File: config.mk
export PLATFORM = sky130hd
export DESIGN_NAME = qfv_fifo
export DESIGN_NICKNAME = d
export VERILOG_FILES = /design/src/qfv_pkg.sv /design/src/qfv_fifo.sv
export SDC_FILE = /design/constraint.sdc
export NUM_CORES = 1
export LEC_CHECK = 0
export BUFFER_PORTS_ARGS = -buffer_cell sky130_fd_sc_hd__buf_2
export CAP_MARGIN = 10
export CORE_MARGIN = 5
export CORE_UTILIZATION = 55
export CTS_CLUSTER_DIAMETER = 40
export DETAILED_ROUTE_END_ITERATION = 8
export MAX_ROUTING_LAYER = met4
export PLACE_DENSITY_LB_ADDON = 0.25
export SLEW_MARGIN = 20
export SYNTH_ARGS = -nofsm -noshare
export SYNTH_HDL_FRONTEND = slang
export SYNTH_SLANG_ARGS = --single-unit
File: constraint.sdc
create_clock -name clk -period 10.8 [get_ports clk]
set_input_delay 0 -clock clk [delete_from_list [all_inputs] [get_ports clk]]
set_output_delay 0 -clock clk [all_outputs]
set_load 0.02 [all_outputs]
File: src/qfv_pkg.sv
package qfv_pkg;

  localparam int MAX_POINTS = 256;
  localparam int CNT_W      = $clog2(MAX_POINTS + 1);

  // Snapshot queue between the accumulator and the solver.
  localparam int QDEPTH = 4;
  localparam int QPTR_W = $clog2(QDEPTH);
  localparam int QCNT_W = QPTR_W + 1;

  // Last iteration indices of the shared sequential units.
  localparam int MUL_LAST  = 63;
  localparam int DIV_LAST  = 127;
  localparam int SQRT_LAST = 23;
  localparam int TERM_LAST = 5;
  localparam int DET_LAST  = 3;

  // Numerator scaling for each quotient.
  localparam int SHIFT_A  = 20;
  localparam int SHIFT_B  = 12;
  localparam int SHIFT_C  = 4;
  localparam int SHIFT_VX = 15;

  localparam int TAIL_LAST = 20;

  typedef struct packed {
    logic signed [11:0] x_value;
    logic signed [23:0] y_value;
    logic               last_point;
  } qfv_in_t;

  typedef struct packed {
    logic signed [31:0] coef_a;
    logic signed [31:0] coef_b;
    logic signed [31:0] coef_c;
    logic signed [31:0] vertex_x;
    logic signed [31:0] sigma;
    logic [15:0]        tail_prob;
    logic               degenerate;
  } qfv_out_t;

  typedef struct packed {
    logic [CNT_W-1:0]   n;
    logic signed [19:0] s1;
    logic signed [31:0] s2;
    logic signed [43:0] s3;
    logic signed [55:0] s4;
    logic signed [31:0] t0;
    logic signed [43:0] t1;
    logic signed [55:0] t2;
  } qfv_sums_t;

  typedef struct packed {
    logic              empty;
    logic [QCNT_W-1:0] count;
  } qfv_qstat_t;

  typedef enum logic [2:0] {
    OP_N, OP_S1, OP_S2, OP_S3, OP_S4, OP_T0, OP_T1, OP_T2
  } qfv_opnd_t;

  typedef enum logic [3:0] {
    BK_IDLE, BK_SETUP, BK_MUL1, BK_MID, BK_MUL2, BK_ACC, BK_DSET, BK_DIV,
    BK_DEND, BK_SQRT, BK_VMUL, BK_SIG, BK_TAIL, BK_OUT
  } qfv_bstate_t;

  typedef enum logic [1:0] {
    DV_A, DV_B, DV_C, DV_VX
  } qfv_dsel_t;

  // Cofactor expansion of the four determinants D, Da, Db, Dc. Each row is six
  // triple products with alternating signs, the first one added.
  localparam qfv_opnd_t TERM_OPS [0:3][0:5][0:2] = '{
    '{'{OP_S4, OP_S2, OP_N }, '{OP_S4, OP_S1, OP_S1}, '{OP_S3, OP_S1, OP_S2},
      '{OP_S3, OP_S3, OP_N }, '{OP_S2, OP_S3, OP_S1}, '{OP_S2, OP_S2, OP_S2}},
    '{'{OP_T2, OP_S2, OP_N }, '{OP_T2, OP_S1, OP_S1}, '{OP_T1, OP_S1, OP_S2},
      '{OP_T1, OP_S3, OP_N }, '{OP_T0, OP_S3, OP_S1}, '{OP_T0, OP_S2, OP_S2}},
    '{'{OP_S4, OP_T1, OP_N }, '{OP_S4, OP_T0, OP_S1}, '{OP_S3, OP_T0, OP_S2},
      '{OP_S3, OP_T2, OP_N }, '{OP_S2, OP_T2, OP_S1}, '{OP_S2, OP_T1, OP_S2}},
    '{'{OP_S4, OP_S2, OP_T0}, '{OP_S4, OP_S1, OP_T1}, '{OP_S3, OP_S1, OP_T2},
      '{OP_S3, OP_S3, OP_T0}, '{OP_S2, OP_S3, OP_T1}, '{OP_S2, OP_S2, OP_T2}}
  };

  // Upper normal tail at 0, 0.25, ..., 5.0 in Q0.16.
  localparam logic [15:0] TAIL_TABLE [0:TAIL_LAST] = '{
    16'd32768, 16'd26299, 16'd20220, 16'd14852, 16'd10398, 16'd6924, 16'd4378,
    16'd2625, 16'd1491, 16'd801, 16'd407, 16'd195, 16'd88, 16'd38, 16'd15,
    16'd6, 16'd2, 16'd1, 16'd0, 16'd0, 16'd0
  };

endpackage

File: src/qfv_fifo.sv
module qfv_fifo (
  input  logic                clk,
  input  logic                rst_n,
  input  logic                push,
  input  qfv_pkg::qfv_sums_t  wdata,
  input  logic                pop,
  output qfv_pkg::qfv_sums_t  rdata,
  output qfv_pkg::qfv_qstat_t qstat
);
  import qfv_pkg::*;

  qfv_sums_t         mem_r [QDEPTH];
  logic [QPTR_W-1:0] wptr_r, rptr_r;
  logic [QCNT_W-1:0] cnt_r, cnt_nxt;

  assign rdata       = mem_r[rptr_r];
  assign qstat.empty = (cnt_r == '0);
  assign qstat.count = cnt_r;

  always_comb begin
    cnt_nxt = cnt_r;
    if (push && !pop) begin
      cnt_nxt = cnt_r + QCNT_W'(1);
    end else if (pop && !push) begin
      cnt_nxt = cnt_r - QCNT_W'(1);
    end
  end

  always_ff @(posedge clk) begin
    if (push) begin
      mem_r[wptr_r] <= wdata;
    end
  end

  always_ff @(posedge clk) begin
    if (!rst_n) begin
      wptr_r <= '0;
      rptr_r <= '0;
      cnt_r  <= '0;
    end else begin
      if (push) begin
        wptr_r <= wptr_r + QPTR_W'(1);
      end
      if (pop) begin
        rptr_r <= rptr_r + QPTR_W'(1);
      end
      cnt_r <= cnt_nxt;
    end
  end

endmodule

# Yosys cells after proc, flatten, opt, wreduce, memory -nomap -nowiden
# Memories as Yosys holds them, arrays and structs flattened. A register that Yosys moved wholly into a read port is not among the register bits.
# Cells that the tools add are included.
# totals
out_inout_bits	297
n_memories	1
ramBits	1172
elab_cells	20
ff_bits	7
# mem_list
name	depth	width	rd	rd_clocked_by_memory_dff	write_ports	line_no	source
mem_r	4	293	1	1	1	qfv_fifo.sv:12	qfv_sums_t mem_r [QDEPTH];
# classes
n_reduce_logical	6
n_mux	6
n_addsub	4
# op_table
op	n
two-way mux 3 bit	2
adder 2 x 1 -> 2 bit, second input constant	2
two-way mux 2 bit	2
adder 3 x 1 -> 3 bit, second input constant	1
zero test 3 bit	1
subtractor 3 x 1 -> 3 bit, second input constant	1
logical AND 1 bit	2
zero test 1 bit	2
two-way mux 1 bit	2
nonzero test 2 bit	1

# Depth between registers and ports, before layout
# Gate-level depths: netlist (run 1).
# logic_depth
ltp_word	4
mapped_depth	7
ltp_nobuf	7

# Least setup slack after synthesis (run 1)
# Ideal clock, no wire load.
# synth_path
path_type	reg-to-reg
from	register wptr_r[0]
to	memory mem_r[0][0] (netlist bit) (enable)
setup_slack_ns	2.938
arrival_ns	7.171
t_required_ns	10.109
setup_time_ns	0.691
period_less_slack_ns	7.862
n_path_buf	0
path_stages_with_launch	4
path_cell_list	dfxtp_1 inv_1 ha_1 and2_1
# synth_lines
element	line_no	source
start: declaration	qfv_fifo.sv:13	logic [QPTR_W-1:0] wptr_r, rptr_r;
start signal: assignment	qfv_fifo.sv:42	wptr_r <= wptr_r + QPTR_W'(1);
end: declaration	qfv_fifo.sv:12	
# Straight into the memory's write port.

==> metrics, run 1 <==
Fill cells 4535; most area-consuming cells after synthesis edfxtp_1, mux4_2, buf_12; # Max-Cap Violations 0; initial DRC count ~1500; Post-DP HPWL around 53000 microns; crit-path max FO 66; max-slew violations 0; Clock transition at path regs roughly 0.06 ns; clock latency on the worst-skew pair 0.70 ns; VDD IR max 0.200 mV; die height 290 microns; die area 83800 sq um; largest net degree at the start of global routing between 150 and 200; fraction of the mapped netlist area in compound gates 0.000291; Initial Util 0.555; Least-Margin Pin Slew roughly 1.1 ns; I/O Pins about 590; status complete, no violations; Slew HR 0.253; root buf cell clkbuf_16; CP dominant cell by count buf_4; Crit path required time 10.80 ns; GPL Wtd Cong around 0.78; Rows around 100; initial antenna violation count 20; TNS Setup 0 ns; Layout Cells excl Fill 3740; CP arrival 3.87 ns; Post-synth ARST share 0; Synth Net Count 1876; routed len/inst 25.0 microns; vias in the first global route about 22000; Setup CP Type reg2out; pwr/cell area 205 nW/um^2; Min-Delay Path Class in2reg; mux contribution to synthesized area 0.154; Buf+Inv Stages, Crit Path 3; top post-synthesis cells by count edfxtp_1, mux4_2, buf_2; slowest CP cell buf_4; final wirelength 93600 microns; Overall Global Routing Usage 0.230; DRC Markers 0; Syn Inst Count around 1600; H-tree depth 4; worst path cell trace buf_4 -> buf_4 -> mux4_2 -> buf_2; fin crit period 3.87 ns; Routed Antenna Nets 0; TritonRoute pass-1 iters 5; Synth Area in Adders 0.00192; placed cells 3158; final setup vio count 0; Syn-to-layout area delta 27.0%; largest family of logic cells by synthesized area multiplexers; clk sink count roughly 1200; Leak Pwr 18.6 nW; share of cells above drive strength 1 0.418; Syn. warnings 0; Syn Std Cell Area ~43000 sq um; Core ar. 77500 sq um; Yosys top cell by area edfxtp_1; Main synth FF type edfxtp_1; period utilization 0.358; Yosys top cell area share 0.819; CP delay by family, top buffers and inverters; Seq/Total Area, Yosys 0.823; IO Port Bufs 593; mean post-synth cell area 27.3 sq um; Synth Area in Simple Gates 0.00195; global route total overflow 0; Final Skew ~0.028 ns; CP startpoint kind flip-flop; Post-Synth XOR/XNOR Area 0.00102; number of synthesized flops with an enable pin 1172; DR vias 20800; clock tree from TritonCTS yes; count of different cell masters after synthesis 22; TritonCTS Buffers between 100 and 150; most common cell in the synthesized netlist edfxtp_1; number of synthesized register bits 1181; chip width 290 microns; RSZ-0062 raised after global routing false; Post-layout nets 2868; Final Hold Vio Count 0; CP endpoint kind primary output; via/cell ratio 5.56; first-pass GRT wire length 139000 microns; Clock Path Buffers 3; Max Clk Rate 258 MHz; CP peak stage delay around 0.86 ns
layout make-up:
| type | count | area, sq um | area share |
|---|---|---|---|
| repair buffers | 915 | 6270 | 0.115 |
| flip-flops and latches | 1181 | 35400 | 0.648 |
| clock buffers | 172 | 3710 | 0.0679 |
| well taps | 1040 | 1300 | 0.0238 |
| clock inverters | 81 | 990 | 0.0181 |
| inverters | 4 | 15.0 | 0.000275 |
| multi-input cells | 322 | 6850 | 0.126 |
| diodes | 25 | 62.6 | 0.00115 |
kinds of logic (layout without fill, tap and decap cells):
family | after synthesis | after routing
DFF | 1181 | 1181
muxes | 295 | 295
buffers and inverters | 70 | 1172
and+or+nand+nor | 14 | 14
adders and majority gates | 6 | 6
xor gates and xnor gates | 5 | 5
AOI/OAI and AO/OA | 2 | 2
other | 0 | 25
final timing paths:
path / startpoint / end / slack (ns) / depth (start not counted)
worst max-delay path: flip-flop / rdata[201] / 6.93 / 4
worst min-delay path: wdata[34] / mem_r[1][34]$_DFFE_PP_ / 0.04 / 2
worst max register to register: wptr_r[0]$_SDFFE_PN0P_ / mem_r[2][179]$_DFFE_PP_ / 7.25 / 5
worst min register to register: wptr_r[1]$_SDFFE_PN0P_ / wptr_r[1]$_SDFFE_PN0P_ / 0.56 / 2
state kept, by name, indices dropped and copies added, names as in the netlist, named ones only:
name / flops
mem_r: 1172
cnt_r: 3
rptr_r: 2
wptr_r: 2
timing repair:
action | 4_1_cts | 5_1_grt
hold buffers | 302 | 0
setup buffers | 0 | 0
resized for setup | 0 | 0
endpoints found under the hold margin | 1206 | 0
metrics by stage:
step	power [mW]	hold slack, ns	area (sq um)	worst slack [ns]	utilization
5_1_grt	11.6	0.00515	54600	6.71	0.704
6_report	11.2	0.0413	54600	6.93	0.705
3_3_place_gp	6.51	0.208	46700	7.04	0.603
3_5_place_dp	6.53	0.216	46700	7.10	0.603
4_1_cts	11.3	0.000445	54500	6.80	0.703
2_1_floorplan	6.19	0.0989	43000	2.94	-
placed cells by master, fill, tap and decap left out, types with 7 or more instances in the layout:
cell type / instances
buf_2: 593
buf_4: 10
bufinv_16: 16
clkbuf_1: 28
clkbuf_16: 144
clkinv_1: 18
clkinv_2: 12
clkinvlp_4: 12
dfxtp_1: 7
diode_2: 25
dlygate4sd3_1: 302
edfxtp_1: 1172
inv_6: 10
mux4_2: 293
power by group:
part	total [mW]	switching, mW	internal [mW]
logic	1.19	0.700	0.492
clock network	4.67	1.81	2.86
registers	5.34	0.0646	5.28
total	11.2	2.58	8.63
metal layers:
metal  part of all wire  up-vias  track usage
met5                  0        -            -
met4              0.039        0       0.0874
met3              0.070      224       0.0565
met2               0.53      784        0.381
met1               0.36    10900        0.278
li1                   -     8905            -
(Power assumes the default switching activity.)
==> run 2, diff against run 1 <==
- CORE_UTILIZATION: 55 -> 51
- clock period: 10.8 -> 3.4 ns (I/O delays scaled with it)
==> metrics, run 2 (synthesis gave the netlist of run 1 again) <==
I/O Pins 594 (unchanged); slowest CP cell dfxtp_4 (was buf_4); period utilization 0.800; Final Skew 0.0203 ns (was 0.0284 ns); Post-layout nets 3010 (was 2868); chip width 300 microns (was 290 microns); Largest regs mem_r: 1172 flops, cnt_r: 3 flops (unchanged); largest net degree at the start of global routing 78 (was 170); register area 35400 sq um (unchanged); clk sink count 1181 (unchanged); crit-path max FO 40 (was 66); clock latency on the worst-skew pair 0.73 ns (was 0.70 ns); root buf cell clkbuf_16 (unchanged); Min-Delay Path Class in2reg (unchanged); routed len/inst 24.8 microns (was 25.0 microns); Crit path required time 3.40 ns (was 10.80 ns); worst hold slack 0.0412 ns (was 0.0413 ns); initial DRC count 1370 (was 1536); TNS Setup 0 ns (unchanged); vias in the first global route 23400 (was 22400); final wirelength 97600 microns (was 93600 microns); hold worst-path end mem_r[2][150]$_DFFE_PP_ (was mem_r[1][34]$_DFFE_PP_); fin crit period 2.72 ns; die height 300 microns (was 290 microns); TritonCTS Buffers 143 (was 141); GPL Wtd Cong 0.801 (was 0.775); global route total overflow 0 (unchanged); r2r endpoint cnt_r[2]$_SDFFE_PN0P_ (was mem_r[2][179]$_DFFE_PP_); Syn-to-layout area delta 31.3% (was 27.0%); RSZ-0062 raised after global routing false (unchanged); Routed Antenna Nets 0 (unchanged); Setup CP Type reg2out (unchanged); status complete, no violations (unchanged); DR vias 21300 (was 20800); max-slew violations 0 (unchanged); Leak Pwr 19.3 nW (was 18.6 nW); Clock Path Buffers 3 (unchanged); Final Hold Vio Count 0 (unchanged); Overall Global Routing Usage 0.222 (was 0.230); Clock transition at path regs 0.06 ns (about the same); Initial Util 0.514 (was 0.555); Rows 106 (was 102); most frequent cells in the layout edfxtp_1, buf_2, dlygate4sd3_1, mux4_2, clkbuf_16 (unchanged); pwr/cell area 639 nW/um^2 (was 205 nW/um^2); max reg flops 1172 (unchanged); Reg2Reg Launch Point cnt_r[0]$_SDFFE_PN0P_ (was wptr_r[0]$_SDFFE_PN0P_); final instance area 56400 sq um (was 54600 sq um); share of cells above drive strength 1 0.417 (was 0.418); reg2reg setup slack 1.27 ns (was 7.25 ns); Multi-input gate area 6850 sq um (unchanged); Fill cells 5154 (was 4535); Core ar. 83600 sq um (was 77500 sq um); Slew HR 0.413 (was 0.253); CP arrival 2.72 ns (was 3.87 ns); Buf+Inv Stages, Crit Path 3 (unchanged); die area 90200 sq um (was 83800 sq um); initial antenna violation count 22 (was 20); VDD IR max 0.644 mV (was 0.200 mV); TritonRoute pass-1 iters 5 (unchanged); Place WS 1.35 ns (was 7.10 ns); worst path cell trace buf_12 -> buf_12 -> mux4_2 -> buf_2 (was buf_4 -> buf_4 -> mux4_2 -> buf_2); H-tree depth 4 (unchanged); # Max-Cap Violations 0 (unchanged); CP peak stage delay 0.60 ns (was 0.86 ns); Post-CTS Repair Setup Buffers 0 (unchanged); CP endpoint kind primary output (unchanged); worst min-delay path startpoint wdata[150] (was wdata[34]); CP startpoint kind flip-flop (unchanged); IO Port Bufs 593 (unchanged); dpl cell area 47500 sq um (was 46700 sq um); Max Clk Rate 368 MHz; hold depth 2 (unchanged); Least-Margin Pin Slew 0.881 ns (was 1.12 ns); post-cts resize count 0 (unchanged); first-pass GRT wire length 145000 microns (was 139000 microns); final setup vio count 0 (unchanged); final setup margin 0.681 ns (was 6.93 ns); DRC Markers 0 (unchanged); Post-DP HPWL 58700 microns (was 52700 microns); Biggest register mem_r (unchanged); via/cell ratio 5.43 (was 5.56); CP dominant cell by count buf_12 (was buf_4); Worst R2R Path Depth 5 (unchanged); CP delay by family, top buffers and inverters (unchanged); most common library cell in the layout ignoring fill and taps edfxtp_1 (unchanged); clock tree from TritonCTS yes (unchanged)
==> run 2: per-layer routing <==
metal / GRT usage / share of wire
met1: 0.258 / 0.36
met5: - / 0
met4: 0.0967 / 0.041
met3: 0.0558 / 0.064
met2: 0.372 / 0.53
==> run 2: worst max path at each step <==
| stage | startpoint | to | cells after the start |
|---|---|---|---|
| global placement | flip-flop | rdata[71] | 4 |
| finish | flip-flop | rdata[71] | 4 |
| CTS | flip-flop | rdata[71] | 4 |
| detailed placement | flip-flop | rdata[71] | 4 |
| floorplan | wptr_r[0]$_SDFFE_PN0P_ | mem_r[2][0]$_DFFE_PP_ | 3 |
| global route | flip-flop | rdata[148] | 4 |
==> run 2: final cells by class <==
cell class | count | area share
antenna | 24 | 0.00106
clock buffer | 165 | 0.0664
tap | 1080 | 0.0240
sequential | 1181 | 0.627
inverter | 4 | 0.000266
multi-input combinational | 322 | 0.121
timing repair buffer | 1055 | 0.141
clock inverter | 98 | 0.0188
==> run 2: report_power, final <==
| group | switching [mW] | leakage, nW | total [mW] | internal (mW) |
|---|---|---|---|---|
| Clock | 5.99 | 2.29 | 15.1 | 9.10 |
| Combinational | 2.29 | 6.20 | 4.02 | 1.73 |
| Sequential | 0.191 | 10.8 | 16.9 | 16.7 |
==> run 2: per-stage QoR <==
step	std cells	utilization	total power, mW
after floorplan	1573	-	19.5
after global placement	3240	0.569	20.8
after detailed placement	3240	0.569	20.9
after CTS	3905	0.675	36.3
after global routing	3928	0.675	37.3
final	3929	0.675	36.0
==> run 2: repair_timing <==
action                                   CTS  global route
endpoints found under the setup margin     0             0
hold buffers                             402             0
hold endpoints to repair                1191             0
==> run 3, diff against run 2 <==
- ABC_AREA: default -> 1
- CORE_UTILIZATION: 51 -> 52
- clock period: 3.4 -> 2.2 ns (I/O delays scaled with it)
==> metrics, run 3 <==
CP arrival 2.37 ns (was 2.72 ns); VDD IR max 0.841 mV (was 0.644 mV); DR vias 31300 (was 21300); Syn Inst Count 2889 (was 1573); fraction of the mapped netlist area in compound gates 0.110 (was 0.000291); mean post-synth cell area 15.1 sq um (was 27.3 sq um); global route total overflow 0 (unchanged); vias in the first global route 30000 (was 23400); I/O Pins 594 (unchanged); Synth Area in Simple Gates 0.0519 (was 0.00195); Net Switching 14.3 mW (was 8.47 mW); Post-synth ARST share 0 (unchanged); Post-layout nets 4316 (was 3010); TritonCTS Buffers 138 (was 143); initial antenna violation count 12 (was 22); switching share of power 0.251 (was 0.235); GPL Wtd Cong 0.800 (was 0.801); Routed Antenna Nets 0 (unchanged); most frequent cells in the layout edfxtp_1, nor2_1, buf_2, dlygate4sd3_1, o21ai_1 (was edfxtp_1, buf_2, dlygate4sd3_1, mux4_2, clkbuf_16); slowest CP cell dfxtp_4 (unchanged); period utilization 1.08; Core ar. 83600 sq um (unchanged); largest family of logic cells by synthesized area compound AO/OA/AOI/OAI gates (was multiplexers); Multi-input gate area 8240 sq um (was 6850 sq um); Logic pwr share 0.141 (was 0.112); Fill cells 4722 (was 5154); # Max-Cap Violations 0 (unchanged); die height 300 microns (about the same); Least-Margin Pin Slew 0.436 ns (was 0.881 ns); final setup vio count 99 (was 0); first-pass GRT wire length 182000 microns (was 145000 microns); clk sink count 1181 (unchanged); clock power share 0.402 (was 0.419); placed cells 4483 (was 3240); RSZ-0062 raised after global routing true (was false); number of synthesized flops with an enable pin 1172 (unchanged); Max Clk Rate 423 MHz; Rows 106 (unchanged); Min-Delay Path Class in2reg (unchanged); CP endpoint kind primary output (unchanged); Slew HR 0.709 (was 0.413); final setup margin -0.166 ns (was 0.681 ns); Layout Cells excl Fill 5220 (was 3929); status complete, but fails checks (was complete, no violations); DRC Markers 0 (unchanged); Yosys top cell by area edfxtp_1 (unchanged); Syn. warnings 0 (unchanged); P_int 42.6 mW (was 27.6 mW); TritonRoute pass-1 iters 5 (unchanged); most common cell in the synthesized netlist edfxtp_1 (unchanged); initial DRC count 3488 (was 1370); Synth Area in Adders 0.00189 (was 0.00192); top post-synthesis cells by count edfxtp_1, nor2_1, o21ai_0 (was edfxtp_1, mux4_2, buf_2); Initial Util 0.523 (was 0.514); Buf+Inv Stages, Crit Path 5 (was 3); chip width 300 microns (about the same); Yosys top cell area share 0.805 (was 0.819); Clock transition at path regs 0.06 ns (about the same); Synth Net Count 3192 (was 1876); CP startpoint kind flip-flop (unchanged); crit-path max FO 7 (was 40); via/cell ratio 6.00 (was 5.43); Biggest register mem_r (unchanged); failing checks negative setup slack; share of cells above drive strength 1 0.304 (was 0.417); worst hold slack 0.0440 ns (was 0.0412 ns); Pwr Total 56.9 mW (was 36.0 mW); Setup CP Type reg2out (unchanged); mux contribution to synthesized area 0 (was 0.154); CP delay by family, top buffers and inverters (unchanged); most area-consuming cells after synthesis edfxtp_1, nor2_1, o22ai_1 (was edfxtp_1, mux4_2, buf_12); Syn Std Cell Area 43700 sq um (was 43000 sq um); largest net degree at the start of global routing 61 (was 78); TNS Setup -3.26 ns (was 0 ns); Final Hold Vio Count 0 (unchanged); final wirelength 140000 microns (was 97600 microns); number of synthesized register bits 1181 (unchanged); Largest regs mem_r: 1172 flops, cnt_r: 3 flops (unchanged); Final Skew 0.0292 ns (was 0.0203 ns); Clock Path Buffers 3 (unchanged); clock tree from TritonCTS yes (unchanged); CP peak stage delay 0.37 ns (was 0.60 ns); Seq/Total Area, Yosys 0.809 (was 0.823); pwr/cell area 929 nW/um^2 (was 639 nW/um^2); fin crit period 2.37 ns; Reg power frac 0.457 (was 0.470); Main synth FF type edfxtp_1 (unchanged); Post-DP HPWL 67200 microns (was 58700 microns); register area 35400 sq um (about the same); clock latency on the worst-skew pair 0.73 ns (about the same); Leak Pwr 21.9 nW (was 19.3 nW); IO Port Bufs 593 (unchanged); Syn-to-layout area delta 40.0% (was 31.3%); worst path cell trace buf_12 -> clkbuf_16 -> buf_16 -> buf_4 -> o21ai_0 -> o22ai_2 -> buf_6 (was buf_12 -> buf_12 -> mux4_2 -> buf_2); max-slew violations 0 (unchanged); H-tree depth 4 (unchanged); Post-Synth XOR/XNOR Area 0 (was 0.00102); most common library cell in the layout ignoring fill and taps edfxtp_1 (unchanged); Crit path required time 2.20 ns (was 3.40 ns); count of different cell masters after synthesis 21 (was 22); die area 90000 sq um (was 90200 sq um); max reg flops 1172 (unchanged); routed len/inst 26.9 microns (was 24.8 microns); Overall Global Routing Usage 0.274 (was 0.222); root buf cell clkbuf_16 (unchanged)
==> run 3: cell types whose count changed in the layout (fill, tap and decap cells not counted), moves of 48 or more <==
cell           previous run  this run
buf_6                     0        71
buf_4                    19       184
o21ai_2                   0        56
o21ai_1                   0       278
o22ai_1                   0       196
mux4_2                  293         0
nor2_1                    0       553
o22ai_2                   0        94
buf_2                   593       405
o21ai_0                   1       252
dlygate4sd3_1           402       354
==> run 3: cells by family after synthesis <==
logic type / Yosys count
AOI/OAI and AO/OA: 889
adders and majority gates: 6
DFF: 1181
buffers and inverters: 210
and+or+nand+nor: 603
==> run 3: final timing paths <==
check	startpoint	endpoint	slack, ns	cells past startpoint
max	flip-flop	rdata[3]	-0.17	7
min	wdata[3]	mem_r[1][3]$_DFFE_PP_	0.04	2
max reg2reg	rptr_r[0]$_SDFFE_PN0P_	flip-flop	0.33	6
min reg2reg	wptr_r[1]$_SDFFE_PN0P_	wptr_r[1]$_SDFFE_PN0P_	0.50	2
==> run 3: final cells by class <==
cell class | instances | area share
sequential | 1181 | 0.578
clock inverter | 90 | 0.0155
timing repair inverter | 7 | 0.00172
clock buffer | 159 | 0.0594
timing repair buffer | 1170 | 0.186
tap | 1080 | 0.0221
inverter | 17 | 0.00215
multi-input combinational | 1498 | 0.135
antenna | 18 | 0.000736
==> run 3: power by group through the flow <==
stage	Combinational, mW	Clock (mW)	Sequential (mW)
finish	8.00	22.9	26.0
CTS	6.64	22.8	25.9
detailed placement	5.43	0	26.4
global route	8.32	24.1	26.0
floorplan	3.05	0	26.6
global placement	5.37	0	26.4
==> run 3: what timing repair did <==
item | CTS | global route
buffers inserted | 16 | 28
endpoints found under the hold margin | 1189 | 0
hold buffers | 354 | 0
cloned | 28 | 46
setup endpoints to repair | 290 | 292
pin swaps | 10 | 112
gates resized for setup | 126 | 576
==> run 3: metal layers <==
metal	wire (microns)	track usage
met1	48700	0.330
met2	71900	0.462
met3	12900	0.0508
met4	6850	0.110
met5	0	-
==> run 3: through the flow <==
| step | util | instance area, sq um | worst slack (ns) |
|---|---|---|---|
| detailed placement | 0.581 | 48500 | 0.308 |
| CTS | 0.697 | 58200 | -0.155 |
| finish | 0.733 | 61200 | -0.166 |
| global placement | 0.581 | 48500 | 0.338 |
| global route | 0.733 | 61200 | -0.246 |
| floorplan | - | 43800 | -3.19 |
